[config.mk]
export PLATFORM = sky130hd
export DESIGN_NAME = rbbw_window
export DESIGN_NICKNAME = d
export VERILOG_FILES = /design/src/hdl/rbbw_pkg.sv /design/src/hdl/rbbw_window.sv
export VERILOG_INCLUDE_DIRS = /design/src /design/src/hdl
export SDC_FILE = /design/constraint.sdc
export NUM_CORES = 1
export LEC_CHECK = 0
export ABC_AREA = 1
export BUFFER_PORTS_ARGS = -buffer_cell sky130_fd_sc_hd__buf_2
export CAP_MARGIN = 40
export CORE_MARGIN = 4
export CORE_UTILIZATION = 45
export CTS_BUF_LIST = sky130_fd_sc_hd__clkbuf_8
export DETAILED_ROUTE_END_ITERATION = 8
export PLACE_DENSITY_LB_ADDON = 0.15
export SYNTH_ARGS = -nofsm -noshare
export SYNTH_HDL_FRONTEND = slang
export SYNTH_SLANG_ARGS = --single-unit
[constraint.sdc]
create_clock -name clk_i -period 4.9 [get_ports clk_i]
set_input_delay 0 -clock clk_i [delete_from_list [all_inputs] [get_ports clk_i]]
set_output_delay 0 -clock clk_i [all_outputs]
set_load 0.01 [all_outputs]
[src/hdl/rgb_box_blur_window_defines.svh]
// Assertion macros shared by the blur window modules.
`ifndef RGB_BOX_BLUR_WINDOW_DEFINES_SVH
`define RGB_BOX_BLUR_WINDOW_DEFINES_SVH

// Check a condition at every clock edge outside reset.
`define RBBW_ASSERT(lbl, cond, msg) \
  lbl: assert property (@(posedge clk_i) disable iff (!rst_ni) (cond)) else $error(msg);

// Check that a condition at one edge leads to another at the next edge.
`define RBBW_ASSERT_NEXT(lbl, ante, cons, msg) \
  lbl: assert property (@(posedge clk_i) disable iff (!rst_ni) (ante) |=> (cons)) \
    else $error(msg);

`endif

[src/hdl/rbbw_pkg.sv]
// Shared types, constants and register codes of the RGB box blur window.
package rbbw_pkg;

  // Kernel geometry
  localparam int unsigned KERNEL_SIZE   = 5;
  localparam int unsigned LOOKAHEAD     = 2;
  localparam int unsigned STORED_ROWS   = KERNEL_SIZE - 1;
  localparam int unsigned NUM_RES       = LOOKAHEAD + 1;
  localparam int unsigned MAX_WIDTH_DEF = 1024;
  localparam int unsigned MAX_HEIGHT    = 1024;

  // Field widths
  localparam int unsigned ROW_W     = 11;
  localparam int unsigned POS_W     = 10;
  localparam int unsigned COL_SUM_W = 11;
  localparam int unsigned WIN_SUM_W = 13;
  localparam int unsigned T_W       = 2;
  localparam int unsigned DIM_W     = 11;
  localparam int unsigned WGT_W     = 16;

  // Configuration port
  localparam int unsigned CFG_IDX_W  = 2;
  localparam int unsigned CFG_DATA_W = 16;
  localparam logic [CFG_IDX_W-1:0] CFG_FRAME_WIDTH  = 2'd0;
  localparam logic [CFG_IDX_W-1:0] CFG_FRAME_HEIGHT = 2'd1;
  localparam logic [CFG_IDX_W-1:0] CFG_TAP_WEIGHT   = 2'd2;

  localparam logic [DIM_W-1:0] FRAME_WIDTH_RST  = 11'd640;
  localparam logic [DIM_W-1:0] FRAME_HEIGHT_RST = 11'd480;
  localparam logic [WGT_W-1:0] TAP_WEIGHT_RST   = 16'd2621;

  // One pixel, red in the high byte
  typedef struct packed {
    logic [7:0] red;
    logic [7:0] green;
    logic [7:0] blue;
  } rgb_t;

  typedef struct packed {
    logic [COL_SUM_W-1:0] red;
    logic [COL_SUM_W-1:0] green;
    logic [COL_SUM_W-1:0] blue;
  } col_sum_t;

  typedef struct packed {
    logic [WIN_SUM_W-1:0] red;
    logic [WIN_SUM_W-1:0] green;
    logic [WIN_SUM_W-1:0] blue;
  } win_sum_t;

  // Control of one item as it leaves the input stage
  typedef struct packed {
    logic             clr;
    logic             emit;
    logic             row_end;
    logic             frame_end;
    logic [T_W-1:0]   t_first;
    logic [T_W-1:0]   t_last;
    logic [POS_W-1:0] row;
    logic [POS_W-1:0] col;
  } pass_ctl_t;

  // Results caused by one item, waiting for the result register
  typedef struct packed {
    win_sum_t [NUM_RES-1:0] sum;
    logic [T_W-1:0]         t_cur;
    logic [T_W-1:0]         t_last;
    logic [POS_W-1:0]       row;
    logic [POS_W-1:0]       col;
    logic                   frame_end;
  } bundle_t;

endpackage

[src/hdl/rbbw_window.sv]
// Window stage: column sums of the neighborhood and the pending result bundle.
`include "rgb_box_blur_window_defines.svh"

module rbbw_window (
  input  logic                                          clk_i,
  input  logic                                          rst_ni,
  input  logic                                          adv_i,
  input  rbbw_pkg::pass_ctl_t                           ctl_i,
  input  rbbw_pkg::rgb_t [rbbw_pkg::KERNEL_SIZE-1:0]    column_i,
  output logic                                          can_take_o,
  output logic                                          bnd_valid_o,
  output rbbw_pkg::bundle_t                             bnd_o,
  input  logic                                          pop_i
);

  rbbw_pkg::col_sum_t col_sum_q [rbbw_pkg::STORED_ROWS];
  rbbw_pkg::col_sum_t hist      [rbbw_pkg::STORED_ROWS];
  rbbw_pkg::col_sum_t new_sum;
  rbbw_pkg::win_sum_t part;
  rbbw_pkg::win_sum_t sum1;
  rbbw_pkg::win_sum_t sum0;
  rbbw_pkg::bundle_t  bnd_q;
  logic               bnd_valid_q;
  logic               bnd_last;

  function automatic rbbw_pkg::win_sum_t widen(input rbbw_pkg::col_sum_t s);
    rbbw_pkg::win_sum_t w;
    w.red   = rbbw_pkg::WIN_SUM_W'(s.red);
    w.green = rbbw_pkg::WIN_SUM_W'(s.green);
    w.blue  = rbbw_pkg::WIN_SUM_W'(s.blue);
    return w;
  endfunction

  function automatic rbbw_pkg::win_sum_t add_ws(input rbbw_pkg::win_sum_t a,
                                                input rbbw_pkg::win_sum_t b);
    rbbw_pkg::win_sum_t s;
    s.red   = a.red + b.red;
    s.green = a.green + b.green;
    s.blue  = a.blue + b.blue;
    return s;
  endfunction

  // Sum the incoming column per channel
  always_comb begin
    new_sum = '0;
    for (int k = 0; k < rbbw_pkg::KERNEL_SIZE; k++) begin
      new_sum.red   = new_sum.red   + rbbw_pkg::COL_SUM_W'(column_i[k].red);
      new_sum.green = new_sum.green + rbbw_pkg::COL_SUM_W'(column_i[k].green);
      new_sum.blue  = new_sum.blue  + rbbw_pkg::COL_SUM_W'(column_i[k].blue);
    end
  end

  // Drop the history when the position wrapped before this item
  always_comb begin
    for (int k = 0; k < rbbw_pkg::STORED_ROWS; k++) begin
      hist[k] = ctl_i.clr ? '0 : col_sum_q[k];
    end
  end

  // Window sums after the shift and after each zero column of the row-end burst
  assign part = add_ws(add_ws(widen(hist[2]), widen(hist[3])), widen(new_sum));
  assign sum1 = add_ws(part, widen(hist[1]));
  assign sum0 = add_ws(sum1, widen(hist[0]));

  // Shift the column sums, clear them at row end
  always_ff @(posedge clk_i or negedge rst_ni) begin
    if (!rst_ni) begin
      for (int k = 0; k < rbbw_pkg::STORED_ROWS; k++) begin
        col_sum_q[k] <= '0;
      end
    end else if (adv_i) begin
      for (int k = 0; k < rbbw_pkg::STORED_ROWS - 1; k++) begin
        col_sum_q[k] <= ctl_i.row_end ? '0 : hist[k+1];
      end
      col_sum_q[rbbw_pkg::STORED_ROWS-1] <= ctl_i.row_end ? '0 : new_sum;
    end
  end

  assign bnd_last   = (bnd_q.t_cur == bnd_q.t_last);
  assign can_take_o = !bnd_valid_q || (pop_i && bnd_last);

  // Hold the bundle valid until its last result is taken
  always_ff @(posedge clk_i or negedge rst_ni) begin
    if (!rst_ni) begin
      bnd_valid_q <= 1'b0;
    end else if (adv_i && ctl_i.emit) begin
      bnd_valid_q <= 1'b1;
    end else if (pop_i && bnd_last) begin
      bnd_valid_q <= 1'b0;
    end
  end

  // Load a new bundle or advance to its next result
  always_ff @(posedge clk_i) begin
    if (adv_i && ctl_i.emit) begin
      bnd_q.sum[0]     <= sum0;
      bnd_q.sum[1]     <= sum1;
      bnd_q.sum[2]     <= part;
      bnd_q.t_cur      <= ctl_i.t_first;
      bnd_q.t_last     <= ctl_i.t_last;
      bnd_q.row        <= ctl_i.row;
      bnd_q.col        <= ctl_i.col;
      bnd_q.frame_end  <= ctl_i.frame_end;
    end else if (pop_i && !bnd_last) begin
      bnd_q.t_cur <= bnd_q.t_cur + rbbw_pkg::T_W'(1);
    end
  end

  assign bnd_valid_o = bnd_valid_q;
  assign bnd_o       = bnd_q;

  `RBBW_ASSERT(a_win_t_order, !bnd_valid_q || (bnd_q.t_cur <= bnd_q.t_last), "bundle index passed its last result")

endmodule

==> results.cfg <==
[placed_design]
post-place-ws_ns = -1.60
count_of_buffers_from_port_buffering = 295
gpl.final_weighted_congestion = 0.880
place_hpwl_mm = 35.3
place.detailed.instances = 3028

[grt]
antenna_violations_before_repair = 1
grt_first_pass_wirelength_mm = 78.6
globalRoute.totalOverflow = 0
first_global_vias = 15864
global_route.usage.total_pct = 21.6
pin_count_of_the_biggest_net_entering_global_routing = 103

[yosys]
syn-instance-count = 1938
synth_ff_type = sky130_fd_sc_hd__edfxtp_1
async_reset_ff_share_pct = 48.4
synth.yosys.warnings = 0
net_count_synth = 2330
ys_types = 49
mappedNetlistArea_sq_mm = 0.0181
synth-seq-area-share_pct = 42.0
ys_seq_elements = 275
synth-edff-count = 142
post_synth.cell_area_avg_sq_um = 9.33

[die]
num_io_pins = 296
fp.dieW_microns = 208
core_sq_mm = 0.0397
num_rows = 73
design.die.area_sq_mm = 0.0435
chipHeight_microns = 208
initial_utilization_pct = 45.5

[worst_setup_path]
bufs_and_invs_on_worst_path = 8
cp-start-kind = input pin
timing.critical_path.arrival_ns = 6.03
critical-path-slowest-cell = sky130_fd_sc_hd__fa_1
required_ns = 5.23
criticalPathCategory = in2reg
critical_path_peak_fanout = 4
critical_path.max_stage_delay_ns = 0.53
endpoint_kind = flip-flop
path_common_cell = sky130_fd_sc_hd__fa_1
worst_path_dominant_cell_family = adder cells

[cells_and_area]
post_route_cells_drive_above_1_share_pct = 46.8
fin_cells = 3242
most_common_cell_after_layout_fill_and_taps_aside = sky130_fd_sc_hd__buf_4
design.final.nets = 3072
n_fill_cell = 2984
num_antenna_cells = 0
syn_to_final_growth_pct = 55.1
most-common-layout-cells = sky130_fd_sc_hd__buf_4 (338), sky130_fd_sc_hd__inv_1 (333), sky130_fd_sc_hd__buf_2 (286), sky130_fd_sc_hd__nand2_1 (270), sky130_fd_sc_hd__edfxtp_1 (142)

[route]
route.detailed.drc = 0
num_vias = 15628
wl_met1_mm = 23.0
drt_pass1_iterations = 5
drt_first_iter_violations = 803
highest_layer = met5
met2_wl_mm = 23.5
route.detailed.wl_per_inst_microns = 15.4
ant_nets = 0
detailroute.wirelength.met3_mm = 2.40
via_per_inst = 4.82
wirelength_mm = 49.8

[clocking]
clk_pin_slew_ns = 0.06
clk_latency_ns = 0.57
numCtsBuffers = 47
clock_sink_count = 275
clock_tree.htree_level_count = 2
cts_buffer_depth = 3
clk_root_buffer_cell = sky130_fd_sc_hd__clkbuf_8
cts_tree = yes

[timing]
timing.clock.skew_ns = 0.0205
finalHoldViolations = 0
final_min_period_over_clock_period_pct = 116
worst-slew-pin-transition_ns = 0.886
timing_max_transition_violations_final = 0
clock.fmax_ghz = 0.175
setup_ws_ns = -0.804
unrepaired_setup_endpoints_after_global_routing = true
finalSetupViolations = 34
final.hold.worst_slack_ns = 0.00658
relSlewSlack_pct = 40.9
min_period_ns = 5.70

[run_status]
outcome = finished with violations
failed_checks = negative setup slack

[flow_run]
maxCapViolations = 0

[min_path]
hp-class = in2async
==> through the flow <==
stage               TNS [ns]  cell area [sq um]  util [%]
floorplan             -14.74              19000         -
global placement      -49.07              23300      58.8
detailed placement    -53.33              23400      58.8
CTS                   -13.06              26200      66.0
global route          -22.05              28000      70.6
finish                -14.43              28000      70.6
==> synthesized netlist by cell type, drive strengths merged, types with 2 or more instances <==
library cell | n | area, sq um
ha | 129 | 1610
a21oi | 99 | 503
a31o | 2 | 17.5
nand4 | 9 | 81.3
o21a | 3 | 22.5
clkbuf | 34 | 128
inv | 391 | 1470
dfrtp | 133 | 3330
o2111ai | 6 | 52.6
a21boi | 2 | 15.0
nor2 | 126 | 478
xnor2 | 40 | 350
nand3b | 5 | 41.3
xor2 | 59 | 536
nor3 | 10 | 61.3
buf | 8 | 38.8
o21ai | 135 | 676
edfxtp | 142 | 4260
a31oi | 5 | 31.3
nand2 | 375 | 1470
o21bai | 7 | 56.3
a21o | 3 | 23.8
o22ai | 30 | 188
fa | 111 | 2220
nand3 | 64 | 340
==> cell type report <==
| class | instances | area [sq um] | share of cell area [%] |
|---|---|---|---|
| multi-input combinational | 1230 | 12200 | 43.4 |
| clock buffer | 50 | 688 | 2.45 |
| tap | 525 | 657 | 2.34 |
| sequential | 275 | 7590 | 27.1 |
| timing repair buffer | 735 | 5220 | 18.6 |
| inverter | 391 | 1520 | 5.42 |
| clock inverter | 36 | 203 | 0.723 |
==> path summary, 6_finish.rpt <==
| kind | from | endpoint | slack [ns] | depth (start not counted) |
|---|---|---|---|---|
| worst min-delay path | rst_ni | col_sum_q[48] | 0.007 | 3 |
| max in group asynchronous | rst_ni | col_sum_q[10] | 4.24 | 3 |
| worst min register to register | col_sum_q[28] | col_sum_q[28] | 0.48 | 2 |
| worst max register to register | col_sum_q[45] | bnd_o[49] | 0.24 | 19 |
| worst max-delay path | column_i[10] | bnd_o[49] | -0.80 | 37 |
| min in group clk_i | column_i[112] | col_sum_q[23] | 0.04 | 5 |
==> state kept, by name (all words and copies together), names as in the netlist <==
name,cells
col_sum_q,132
bnd_valid_o,1
bnd_o,142
==> cell families after synthesis <==
logic type / after synthesis / share of synthesized area (%)
AND/OR/NAND/NOR: 592 / 13.8
buffers and inverters: 433 / 9.04
AO/OA/AOI/OAI: 299 / 9.08
flip-flops: 275 / 42.0
adder cells (fa/ha/maj): 240 / 21.2
XOR/XNOR: 99 / 4.90
==> metal layers <==
layer / vias to the layer above / global-route usage, %
met5: - / 0
met4: 2 / 4.60
met2: 405 / 34.7
li1: 7662 / -
met1: 7485 / 31.6
met3: 74 / 3.14
==> tightest hold or removal path, delay by kind of cell <==
| family | cells | cell delay [ns] |
|---|---|---|
| buf+inv | 3 | 0.94 |
==> what timing repair did <==
action | 4_1_cts | 5_1_grt
resized for setup | 238 | 284
setup buffers | 61 | 50
hold endpoints to repair | 198 | 0
pin swaps | 194 | 179
setup endpoints to repair | 39 | 49
hold buffers | 35 | 0
Power is not shown: default switching activity piles up to over one toggle a cycle in this logic, so the estimate is an artifact.
