===== config.mk =====
export PLATFORM = sky130hd
export DESIGN_NAME = rbbw_scale_flat
export DESIGN_NICKNAME = d
export VERILOG_FILES = /design/src/hdl/rbbw_pkg.sv /design/src/hdl/rbbw_ifs.sv /design/src/hdl/rbbw_scale.sv /design/src/flat_wrapper.sv
export VERILOG_INCLUDE_DIRS = /design/src /design/src/hdl
export SDC_FILE = /design/constraint.sdc
export NUM_CORES = 1
export LEC_CHECK = 0
export ABC_AREA = 1
export ABC_CLOCK_PERIOD_IN_PS = 4050
export BUFFER_PORTS_ARGS = -buffer_cell sky130_fd_sc_hd__buf_2
export CAP_MARGIN = 20
export CORE_UTILIZATION = 40
export CTS_BUF_LIST = sky130_fd_sc_hd__clkbuf_16
export CTS_CLUSTER_DIAMETER = 60
export DETAILED_ROUTE_END_ITERATION = 10
export MAX_ROUTING_LAYER = met4
export SYNTH_ARGS = -nofsm -noshare
export SYNTH_HDL_FRONTEND = slang
export SYNTH_SLANG_ARGS = --single-unit

===== constraint.sdc =====
create_clock -name clk_i -period 4.05 [get_ports clk_i]
set_clock_uncertainty 0.2 [all_clocks]
set_input_delay 0.81 -clock clk_i [delete_from_list [all_inputs] [get_ports clk_i]]
set_output_delay 0.81 -clock clk_i [all_outputs]
set_load 0.02 [all_outputs]

===== src/hdl/rgb_box_blur_window_defines.svh =====
// Assertion macros shared by the blur window modules.
`ifndef RGB_BOX_BLUR_WINDOW_DEFINES_SVH
`define RGB_BOX_BLUR_WINDOW_DEFINES_SVH

// Check a condition at every clock edge outside reset.
`define RBBW_ASSERT(lbl, cond, msg) \
  lbl: assert property (@(posedge clk_i) disable iff (!rst_ni) (cond)) else $error(msg);

// Check that a condition at one edge leads to another at the next edge.
`define RBBW_ASSERT_NEXT(lbl, ante, cons, msg) \
  lbl: assert property (@(posedge clk_i) disable iff (!rst_ni) (ante) |=> (cons)) \
    else $error(msg);

`endif


===== src/hdl/rbbw_pkg.sv =====
// Shared types, constants and register codes of the RGB box blur window.
package rbbw_pkg;

  // Kernel geometry
  localparam int unsigned KERNEL_SIZE   = 5;
  localparam int unsigned LOOKAHEAD     = 2;
  localparam int unsigned STORED_ROWS   = KERNEL_SIZE - 1;
  localparam int unsigned NUM_RES       = LOOKAHEAD + 1;
  localparam int unsigned MAX_WIDTH_DEF = 1024;
  localparam int unsigned MAX_HEIGHT    = 1024;

  // Field widths
  localparam int unsigned ROW_W     = 11;
  localparam int unsigned POS_W     = 10;
  localparam int unsigned COL_SUM_W = 11;
  localparam int unsigned WIN_SUM_W = 13;
  localparam int unsigned T_W       = 2;
  localparam int unsigned DIM_W     = 11;
  localparam int unsigned WGT_W     = 16;

  // Configuration port
  localparam int unsigned CFG_IDX_W  = 2;
  localparam int unsigned CFG_DATA_W = 16;
  localparam logic [CFG_IDX_W-1:0] CFG_FRAME_WIDTH  = 2'd0;
  localparam logic [CFG_IDX_W-1:0] CFG_FRAME_HEIGHT = 2'd1;
  localparam logic [CFG_IDX_W-1:0] CFG_TAP_WEIGHT   = 2'd2;

  localparam logic [DIM_W-1:0] FRAME_WIDTH_RST  = 11'd640;
  localparam logic [DIM_W-1:0] FRAME_HEIGHT_RST = 11'd480;
  localparam logic [WGT_W-1:0] TAP_WEIGHT_RST   = 16'd2621;

  // One pixel, red in the high byte
  typedef struct packed {
    logic [7:0] red;
    logic [7:0] green;
    logic [7:0] blue;
  } rgb_t;

  typedef struct packed {
    logic [COL_SUM_W-1:0] red;
    logic [COL_SUM_W-1:0] green;
    logic [COL_SUM_W-1:0] blue;
  } col_sum_t;

  typedef struct packed {
    logic [WIN_SUM_W-1:0] red;
    logic [WIN_SUM_W-1:0] green;
    logic [WIN_SUM_W-1:0] blue;
  } win_sum_t;

  // Control of one item as it leaves the input stage
  typedef struct packed {
    logic             clr;
    logic             emit;
    logic             row_end;
    logic             frame_end;
    logic [T_W-1:0]   t_first;
    logic [T_W-1:0]   t_last;
    logic [POS_W-1:0] row;
    logic [POS_W-1:0] col;
  } pass_ctl_t;

  // Results caused by one item, waiting for the result register
  typedef struct packed {
    win_sum_t [NUM_RES-1:0] sum;
    logic [T_W-1:0]         t_cur;
    logic [T_W-1:0]         t_last;
    logic [POS_W-1:0]       row;
    logic [POS_W-1:0]       col;
    logic                   frame_end;
  } bundle_t;

endpackage


===== src/hdl/rbbw_ifs.sv =====


interface rbbw_res_if;
  logic       valid;
  logic       ready;
  logic [7:0] red_out;
  logic [7:0] green_out;
  logic [7:0] blue_out;
  logic [9:0] out_row;
  logic [9:0] out_col;
  logic       last_in_run;
  logic       frame_done;

  modport source (output valid, red_out, green_out, blue_out, out_row, out_col,
                  last_in_run, frame_done, input ready);
  modport sink   (input valid, red_out, green_out, blue_out, out_row, out_col,
                  last_in_run, frame_done, output ready);
endinterface


===== src/hdl/rbbw_scale.sv =====
// Scale stage: weight, floor and saturate one window sum into the result register.
`include "rgb_box_blur_window_defines.svh"

module rbbw_scale (
  input  logic                             clk_i,
  input  logic                             rst_ni,
  input  logic [rbbw_pkg::WGT_W-1:0]       tap_weight_i,
  input  logic                             bnd_valid_i,
  input  rbbw_pkg::bundle_t                bnd_i,
  output logic                             pop_o,
  rbbw_res_if.source                       res_o
);

  localparam int unsigned PROD_W = rbbw_pkg::WIN_SUM_W + rbbw_pkg::WGT_W;

  rbbw_pkg::win_sum_t          sel;
  logic                        last;
  logic                        out_valid_q;
  logic [7:0]                  red_q;
  logic [7:0]                  green_q;
  logic [7:0]                  blue_q;
  logic [rbbw_pkg::POS_W-1:0]  row_q;
  logic [rbbw_pkg::POS_W-1:0]  col_q;
  logic                        last_q;
  logic                        done_q;

  function automatic logic [7:0] scale_chan(input logic [rbbw_pkg::WIN_SUM_W-1:0] s,
                                            input logic [rbbw_pkg::WGT_W-1:0] wgt);
    logic [PROD_W-1:0]              prod;
    logic [rbbw_pkg::WIN_SUM_W-1:0] q;
    prod = PROD_W'(s) * PROD_W'(wgt);
    q    = prod[PROD_W-1:rbbw_pkg::WGT_W];
    return (q > rbbw_pkg::WIN_SUM_W'(255)) ? 8'hFF : q[7:0];
  endfunction

  assign sel   = bnd_i.sum[bnd_i.t_cur];
  assign last  = (bnd_i.t_cur == bnd_i.t_last);
  assign pop_o = bnd_valid_i && (!out_valid_q || res_o.ready);

  // Hold the result until taken
  always_ff @(posedge clk_i or negedge rst_ni) begin
    if (!rst_ni) begin
      out_valid_q <= 1'b0;
    end else if (pop_o) begin
      out_valid_q <= 1'b1;
    end else if (res_o.ready) begin
      out_valid_q <= 1'b0;
    end
  end

  // Load the next result beat
  always_ff @(posedge clk_i) begin
    if (pop_o) begin
      red_q   <= scale_chan(sel.red, tap_weight_i);
      green_q <= scale_chan(sel.green, tap_weight_i);
      blue_q  <= scale_chan(sel.blue, tap_weight_i);
      row_q   <= bnd_i.row;
      col_q   <= bnd_i.col + rbbw_pkg::POS_W'(bnd_i.t_cur)
                 - rbbw_pkg::POS_W'(rbbw_pkg::LOOKAHEAD);
      last_q  <= last;
      done_q  <= bnd_i.frame_end && last;
    end
  end

  assign res_o.valid       = out_valid_q;
  assign res_o.red_out     = red_q;
  assign res_o.green_out   = green_q;
  assign res_o.blue_out    = blue_q;
  assign res_o.out_row     = row_q;
  assign res_o.out_col     = col_q;
  assign res_o.last_in_run = last_q;
  assign res_o.frame_done  = done_q;

  `RBBW_ASSERT(a_scale_done_last, !out_valid_q || !done_q || last_q, "frame end marked on a result that is not last")

endmodule


===== src/flat_wrapper.sv =====
// flat-port wrapper written by rule: the top's interface ports become plain ports
module rbbw_scale_flat 
  (clk_i, rst_ni, tap_weight_i, bnd_valid_i, bnd_i, pop_o, res_o_valid, res_o_red_out, res_o_green_out, res_o_blue_out, res_o_out_row, res_o_out_col, res_o_last_in_run, res_o_frame_done, res_o_ready);
  rbbw_res_if res_o_i ();
  input  logic clk_i;
  input  logic rst_ni;
  input  logic [rbbw_pkg::WGT_W-1:0] tap_weight_i;
  input  logic bnd_valid_i;
  input  rbbw_pkg::bundle_t bnd_i;
  output logic pop_o;
  output wire logic [$bits(res_o_i.valid)-1:0] res_o_valid;
  output wire logic [$bits(res_o_i.red_out)-1:0] res_o_red_out;
  output wire logic [$bits(res_o_i.green_out)-1:0] res_o_green_out;
  output wire logic [$bits(res_o_i.blue_out)-1:0] res_o_blue_out;
  output wire logic [$bits(res_o_i.out_row)-1:0] res_o_out_row;
  output wire logic [$bits(res_o_i.out_col)-1:0] res_o_out_col;
  output wire logic [$bits(res_o_i.last_in_run)-1:0] res_o_last_in_run;
  output wire logic [$bits(res_o_i.frame_done)-1:0] res_o_frame_done;
  input wire logic [$bits(res_o_i.ready)-1:0] res_o_ready;
  assign res_o_valid = res_o_i.valid;
  assign res_o_red_out = res_o_i.red_out;
  assign res_o_green_out = res_o_i.green_out;
  assign res_o_blue_out = res_o_i.blue_out;
  assign res_o_out_row = res_o_i.out_row;
  assign res_o_out_col = res_o_i.out_col;
  assign res_o_last_in_run = res_o_i.last_in_run;
  assign res_o_frame_done = res_o_i.frame_done;
  assign res_o_i.ready = res_o_ready;
  rbbw_scale u_core (.clk_i(clk_i), .rst_ni(rst_ni), .tap_weight_i(tap_weight_i), .bnd_valid_i(bnd_valid_i), .bnd_i(bnd_i), .pop_o(pop_o), .res_o(res_o_i));
endmodule

==> results of run 1 <==
-- worst paths after layout --
check	startpoint	endpoint
setup / recovery	bnd_i[23]	u_core.res_o.green_out[6]
hold / removal	rst_ni	u_core.res_o.valid
setup reg to reg	u_core.res_o.valid	u_core.res_o.red_out[3]
hold reg to reg	u_core.res_o.valid	u_core.res_o.valid
max in group asynchronous	rst_ni	u_core.res_o.valid
min in group clk_i	u_core.res_o.valid	u_core.res_o.valid
-- placed cells by master, fill, tap and decap left out, types with 26 or more instances in the layout --
cell type	count
nand2_1	522
buf_2	207
o21ai_0	46
buf_12	41
ha_1	190
nand3_2	31
nor2_1	432
ha_4	28
nand3_1	46
a21oi_1	49
fa_1	450
edfxtp_1	46
inv_1	670
inv_2	26
buf_4	476
-- cell type report --
class	instances	share of cell area [%]
sequential	47	4.601
tap	756	3.094
clock inverter	3	0.1514
clock buffer	5	0.4093
timing repair inverter	1	0.02456
antenna	1	0.008186
multi-input combinational	2098	63.93
inverter	721	9.099
timing repair buffer	744	18.68
-- stage by stage --
stage	worst slack, ps	instance area (µm²)	utilization, %	hold WS, ps	power, mW
6_report	-2438	30570	54.11	32.18	27.86
5_1_grt	-2666	30570	54.11	15.36	30.61
4_1_cts	-2299	30290	53.61	8.809	27.08
3_5_place_dp	-2914	28870	51.09	344.3	22.97
3_3_place_gp	-2868	28870	51.09	345.6	22.96
2_1_floorplan	-2093	23540	-	314.4	13.93
-- power by group through the flow --
stage | logic [mW] | clock network [mW] | registers [mW]
6_report | 26.5 | 0.580 | 0.789
5_1_grt | 29.2 | 0.605 | 0.804
2_1_floorplan | 13.0 | 0 | 0.957
3_3_place_gp | 22.2 | 0 | 0.799
3_5_place_dp | 22.2 | 0 | 0.800
4_1_cts | 25.7 | 0.597 | 0.792
-- routing by layer --
metal	track usage, %	vias up
met1	36.29	10620
met3	4.809	146
li1	-	10120
met2	45.72	834
met5	-	-
met4	8.573	0
-- sequential cells by signal, summed over array words and instances (netlist names) --
name                      count
u_core.res_o.out_row         10
u_core.res_o.red_out          8
u_core.res_o.out_col         10
u_core.res_o.blue_out         8
u_core.res_o.green_out        8
u_core.res_o.frame_done       1
u_core.res_o.valid            1
u_core.res_o.last_in_run      1
-- what timing repair did --
| action | 4_1_cts | 5_1_grt |
|---|---|---|
| resized for setup | 202 | 36 |
| setup endpoints to repair | 24 | 24 |
| buffers inserted | 48 | 14 |
| gates cloned | 3 | 1 |
| pin swaps | 64 | 18 |
-- worst max-delay path, delay by kind of cell --
family / cells / cell delay (ps)
and+or+nand+nor: 14 / 1520
AOI/OAI and AO/OA: 2 / 220
buffers and inverters: 7 / 1010
adders and majority gates: 6 / 2810
-- logic make-up (layout without fill, tap and decap cells) --
logic type,count (synthesis),count (layout),share of synthesized area [%]
XOR/XNOR,36,36,1.376
buffers and inverters,829,1474,13.71
adder cells (fa/ha/maj),680,680,52.21
other,0,1,0
AO/OA/AOI/OAI,235,235,5.903
flip-flops,47,47,6.138
AND/OR/NAND/NOR,1147,1147,20.67
==> metrics.txt, run 1 <==
WP data arrival=about 6400 ps; Yosys reg bits=47; crit path max-delay cell type=fa_1; Leakage Power=between 15 and 20 nW; number of port buffers=approximately 210; Mapped Area=around 0.023 mm²; met3 wire length=roughly 6600 µm; WL/cell=~18 µm; CTS Buf Count=5; cell mode on critical path=nor2_1; DR vias=between 20000 and 25000; FP Rows=87; dominant synthesized flop cell=edfxtp_1; placed cell count=about 4300; fraction of layout cells with a size suffix above 1=between 20% and 30%; Routed Antenna Nets=0; cell with the most instances after synthesis=inv_1; clock root cell=clkbuf_16; reg-to-reg slack, setup=around 2200 ps; cell-internal power=13.62 mW; TritonCTS clock tree=yes; cells after synthesis=approximately 3000; hold_buf cts=0; Flop pwr share=about 2.8%; VDD IR max=slightly above 0.8 mV; Distinct cells, synth=50; RSZ-0062 raised after global routing=yes; DR top layer=met4; critical path class=primary input to flop; Worst Hold Class=primary input to asynchronous set/reset pin; Reg clk slew, reported paths=80 ps; Final Instance Count excl. Fillers=between 4000 and 5000; P_sw=between 10 and 15 mW; crit-path max FO=8; die area=slightly below 0.06 mm²; DP Wirelength=about 66000 µm; H-tree depth=2; status=finished with violations; Worst slew margin=between 40 and 50%; GRT overflow=0; initial antenna violation count=1; worst slew pin tran=between 700 and 800 ps; Post-synth EDFFs=46; area grow syn2layout=33.42%; fillcell total=5289; upper clock frequency limit=0.1541 GHz; Setup crit end kind=flop; Crit path required time=a little under 4000 ps; Synth area leaders=fa_1, ha_1, inv_1; final worst setup slack=-2438 ps; top-level port count=between 200 and 250; Total Routing Usage GR=around 28%; Clk pwr share=roughly 2.1%; switch share=about half; area occupied by multi-input gates=about 0.02 mm²; Yosys top cell by area=fa_1; R2R depth=2; WL met1=roughly 32000 µm; largest net degree at the start of global routing=47; layout net count=about 4500; synth cell count leaders=inv_1, nand2_1, nor2_1; setup total negative slack=-56920 ps; Starting Density=roughly 41%; max cap viols=0; Total Routed Length=approximately 77000 µm; clk sinks=47; RD Place Congestion=~0.97; max-slew violations=0; Post-Synthesis Net Count=between 3000 and 4000; share of synthesized registers carrying an async set or reset=about 2.1%; crit path launch type=primary input; later-pin clock latency in the skew report=330 ps; vias in the first global route=roughly 22000; first-pass GRT wire length=between 100000 and 150000 µm; sequential share of the synthesized area=around 6.1%; top cell type's share of synthesized area=40.19%; failing checks=setup timing; First-pass DRT Iterations=7; Iter 0 DRT Violations=roughly 1400; max incr delay on CP=roughly 570 ps; Storage cell area=between 0.001 and 0.0015 mm²; Chip Height=around 240 µm; CTS Buffer Depth=2; Tcrit/Tclk final=160.2%; die width=241.3 µm; Final Hold Fails=0; Synth warnings=0; drt drc=0; Power per Cell Area=approximately 900 mW/mm²; shortest period the worst path allows=about 6500 ps; core area=around 0.056 mm²; synthesized area per cell=roughly 7.7 µm²; Comb pwr share=95.1%; metal2 WL=approximately 36000 µm; final setup fails=24; post-detailed-route via-to-cell ratio=4.963
Power figures use the tool's default switching activity.
==> inputs of run 2 (changes only) <==
Settings changed: REMOVE_ABC_BUFFERS from default to 1.
==> metrics.txt, run 2 (synthesized netlist as in run 1, its figures left out) <==
status=finished with violations; failing checks=setup timing; TritonCTS clock tree=yes; FP Rows=87 (unchanged); die width=241.3 µm (unchanged); Tcrit/Tclk final=155.7% (-4.5 points); max-slew violations=0 (unchanged); worst hold slack=19.96 ps (-12.22 ps); worst setup path startpoint=bnd_i[23]; Chip Height=241.3 µm (unchanged); H-tree depth=2 (unchanged); Final Hold Fails=0 (unchanged); die area=0.05824 mm² (unchanged); clock root cell=clkbuf_16; WL/cell=17.11 µm (-3.3%); GRT overflow=0 (unchanged); RSZ-0062 raised after global routing=yes; RD Place Congestion=0.9533 (-2.1%); CTS Buf Count=5 (unchanged); Non-Filler Cell Area, Final=0.03130 mm² (+2.4%); fraction of layout cells with a size suffix above 1=32.71% (+4.7 points); later-pin clock latency in the skew report=340 ps (about the same); worst r2r src=u_core.res_o.valid; Worst slew margin=52.23% (+3.0 points); reg-to-reg slack, setup=2230 ps (about the same); most frequent cells in the layout=inv_1, nand2_1, buf_4, fa_1, nor2_1; critical path class=primary input to flop; commonest non-fill, non-tap cell in the layout=inv_1; Crit path required time=3930 ps (about the same); final setup fails=24 (unchanged); first-pass GRT wire length=116700 µm (-3.5%); Starting Density=40.56% (unchanged); initial antenna violation count=1 (unchanged); r2r endpoint=u_core.res_o.blue_out[5]; largest net degree at the start of global routing=47 (unchanged); clk sinks=47 (unchanged); number of port buffers=209 (unchanged); Total Routing Usage GR=27.12% (-1.2 points); DP Area=0.02846 mm² (-1.4%); Power per Cell Area=953.1 mW/mm² (+4.6%); hold_buf cts=0 (unchanged); Iter 0 DRT Violations=1144 (-16%); area grow syn2layout=36.60%; shortest period the worst path allows=6305 ps (-183.5 ps); worst slew pin tran=716.5 ps (-44.65 ps); Setup crit end kind=flop; Routed Antenna Nets=0 (unchanged); max cap viols=0 (unchanged); top-level port count=210 (unchanged); DP Wirelength=61560 µm (-6.1%); crit-path max FO=9 (+1); layout net count=4473 (+0.29%); Leakage Power=16.19 nW (+0.93%); CTS Buffer Depth=2 (unchanged); final worst setup slack=-2255 ps (+183.5 ps); Reg clk slew, reported paths=90 ps (about the same); First-pass DRT Iterations=6 (-1); vias in the first global route=21990 (-2.0%); Total Routed Length=75080 µm (-3.0%); post-detailed-route via-to-cell ratio=4.885 (-1.6%); fillcell total=5283 (-0.11%); R2R depth=2 (unchanged); VDD IR max=0.8914 mV (+8.5%); upper clock frequency limit=0.1586 GHz (+2.9%); core area=0.05650 mm² (unchanged); DR vias=21440 (-1.3%); crit path launch type=primary input; Worst Hold Class=primary input to asynchronous set/reset pin; WP data arrival=6190 ps (-180 ps); drt drc=0 (unchanged); Pwr Total=29.83 mW (+7.1%)
run 2: changes by cell type in the layout (fill, tap and decap cells not counted), sizes merged:
cell and delta:
inv +7, clkinvlp -8, buf +14
run 2: power breakdown:
| group | internal, mW | leakage [nW] | switching, mW |
|---|---|---|---|
| Combinational | 13.5 | 15.7 | 15.0 |
| Sequential | 0.755 | 0.408 | 0.0254 |
| Clock | 0.295 | 0.0804 | 0.254 |
run 2: worst max-delay path: stages:
cell and delay (ps):
buf_12 120, buf_12 140, nor2_4 130, inv_4 80
buf_8 160, o21ai_4 200, buf_4 230, buf_4 140
nand2_1 70, fa_1 470, fa_1 430, inv_1 80
fa_1 430, fa_1 600, fa_1 480, ha_4 270
nand2_1 80, nand2_2 90, a31oi_4 190, nor2_1 60
nor2_1 140, nor2_1 60, nor2_1 130, nand2_1 70
nand2_1 90, nand3_4 100, nor2_8 220, nand3_2 100
run 2: worst max path at each step:
stage	end	slack [ps]	cells past startpoint
after CTS	u_core.res_o.red_out[2]	-2220	27
final	u_core.res_o.blue_out[6]	-2250	28
after global routing	u_core.res_o.blue_out[6]	-2490	33
after global placement	u_core.res_o.red_out[0]	-2870	28
after floorplan	u_core.res_o.blue_out[0]	-2740	27
after detailed placement	u_core.res_o.red_out[4]	-2960	28
run 2: what timing repair did:
item                       CTS  global route
pin swaps                  119           126
setup endpoints to repair   24            24
buffers inserted            44            23
gates cloned                 7             2
resized for setup          300           264
run 2: through the flow:
stage               TNS (ps)  std cells  worst slack (ps)  util, %
floorplan             -65260       2866             -2744        -
global placement      -68280       4305             -2869    50.38
detailed placement    -69970       4305             -2961    50.38
CTS                   -52730       4364             -2224    53.42
global route          -58550       4389             -2495    55.40
finish                -53350       4389             -2255    55.40
run 2: layout make-up:
type	instances	area, µm²	area share, %
diodes	1	2.502	0.007996
clock buffers	5	125.1	0.3998
clock inverters	3	46.29	0.1479
inverters	721	2750	8.787
multi-input cells	2098	20150	64.38
flip-flops and latches	47	1406	4.493
well taps	756	945.9	3.022
repair buffers	758	5872	18.76
run 2: per-layer routing:
metal  routed length (µm)  part of all wire (%)  track usage [%]
met5                    0                     0                -
met2                37250                    50            45.97
met4                 2983                   4.0            9.148
met3                 4216                   5.6            3.475
met1                30620                    41            33.33
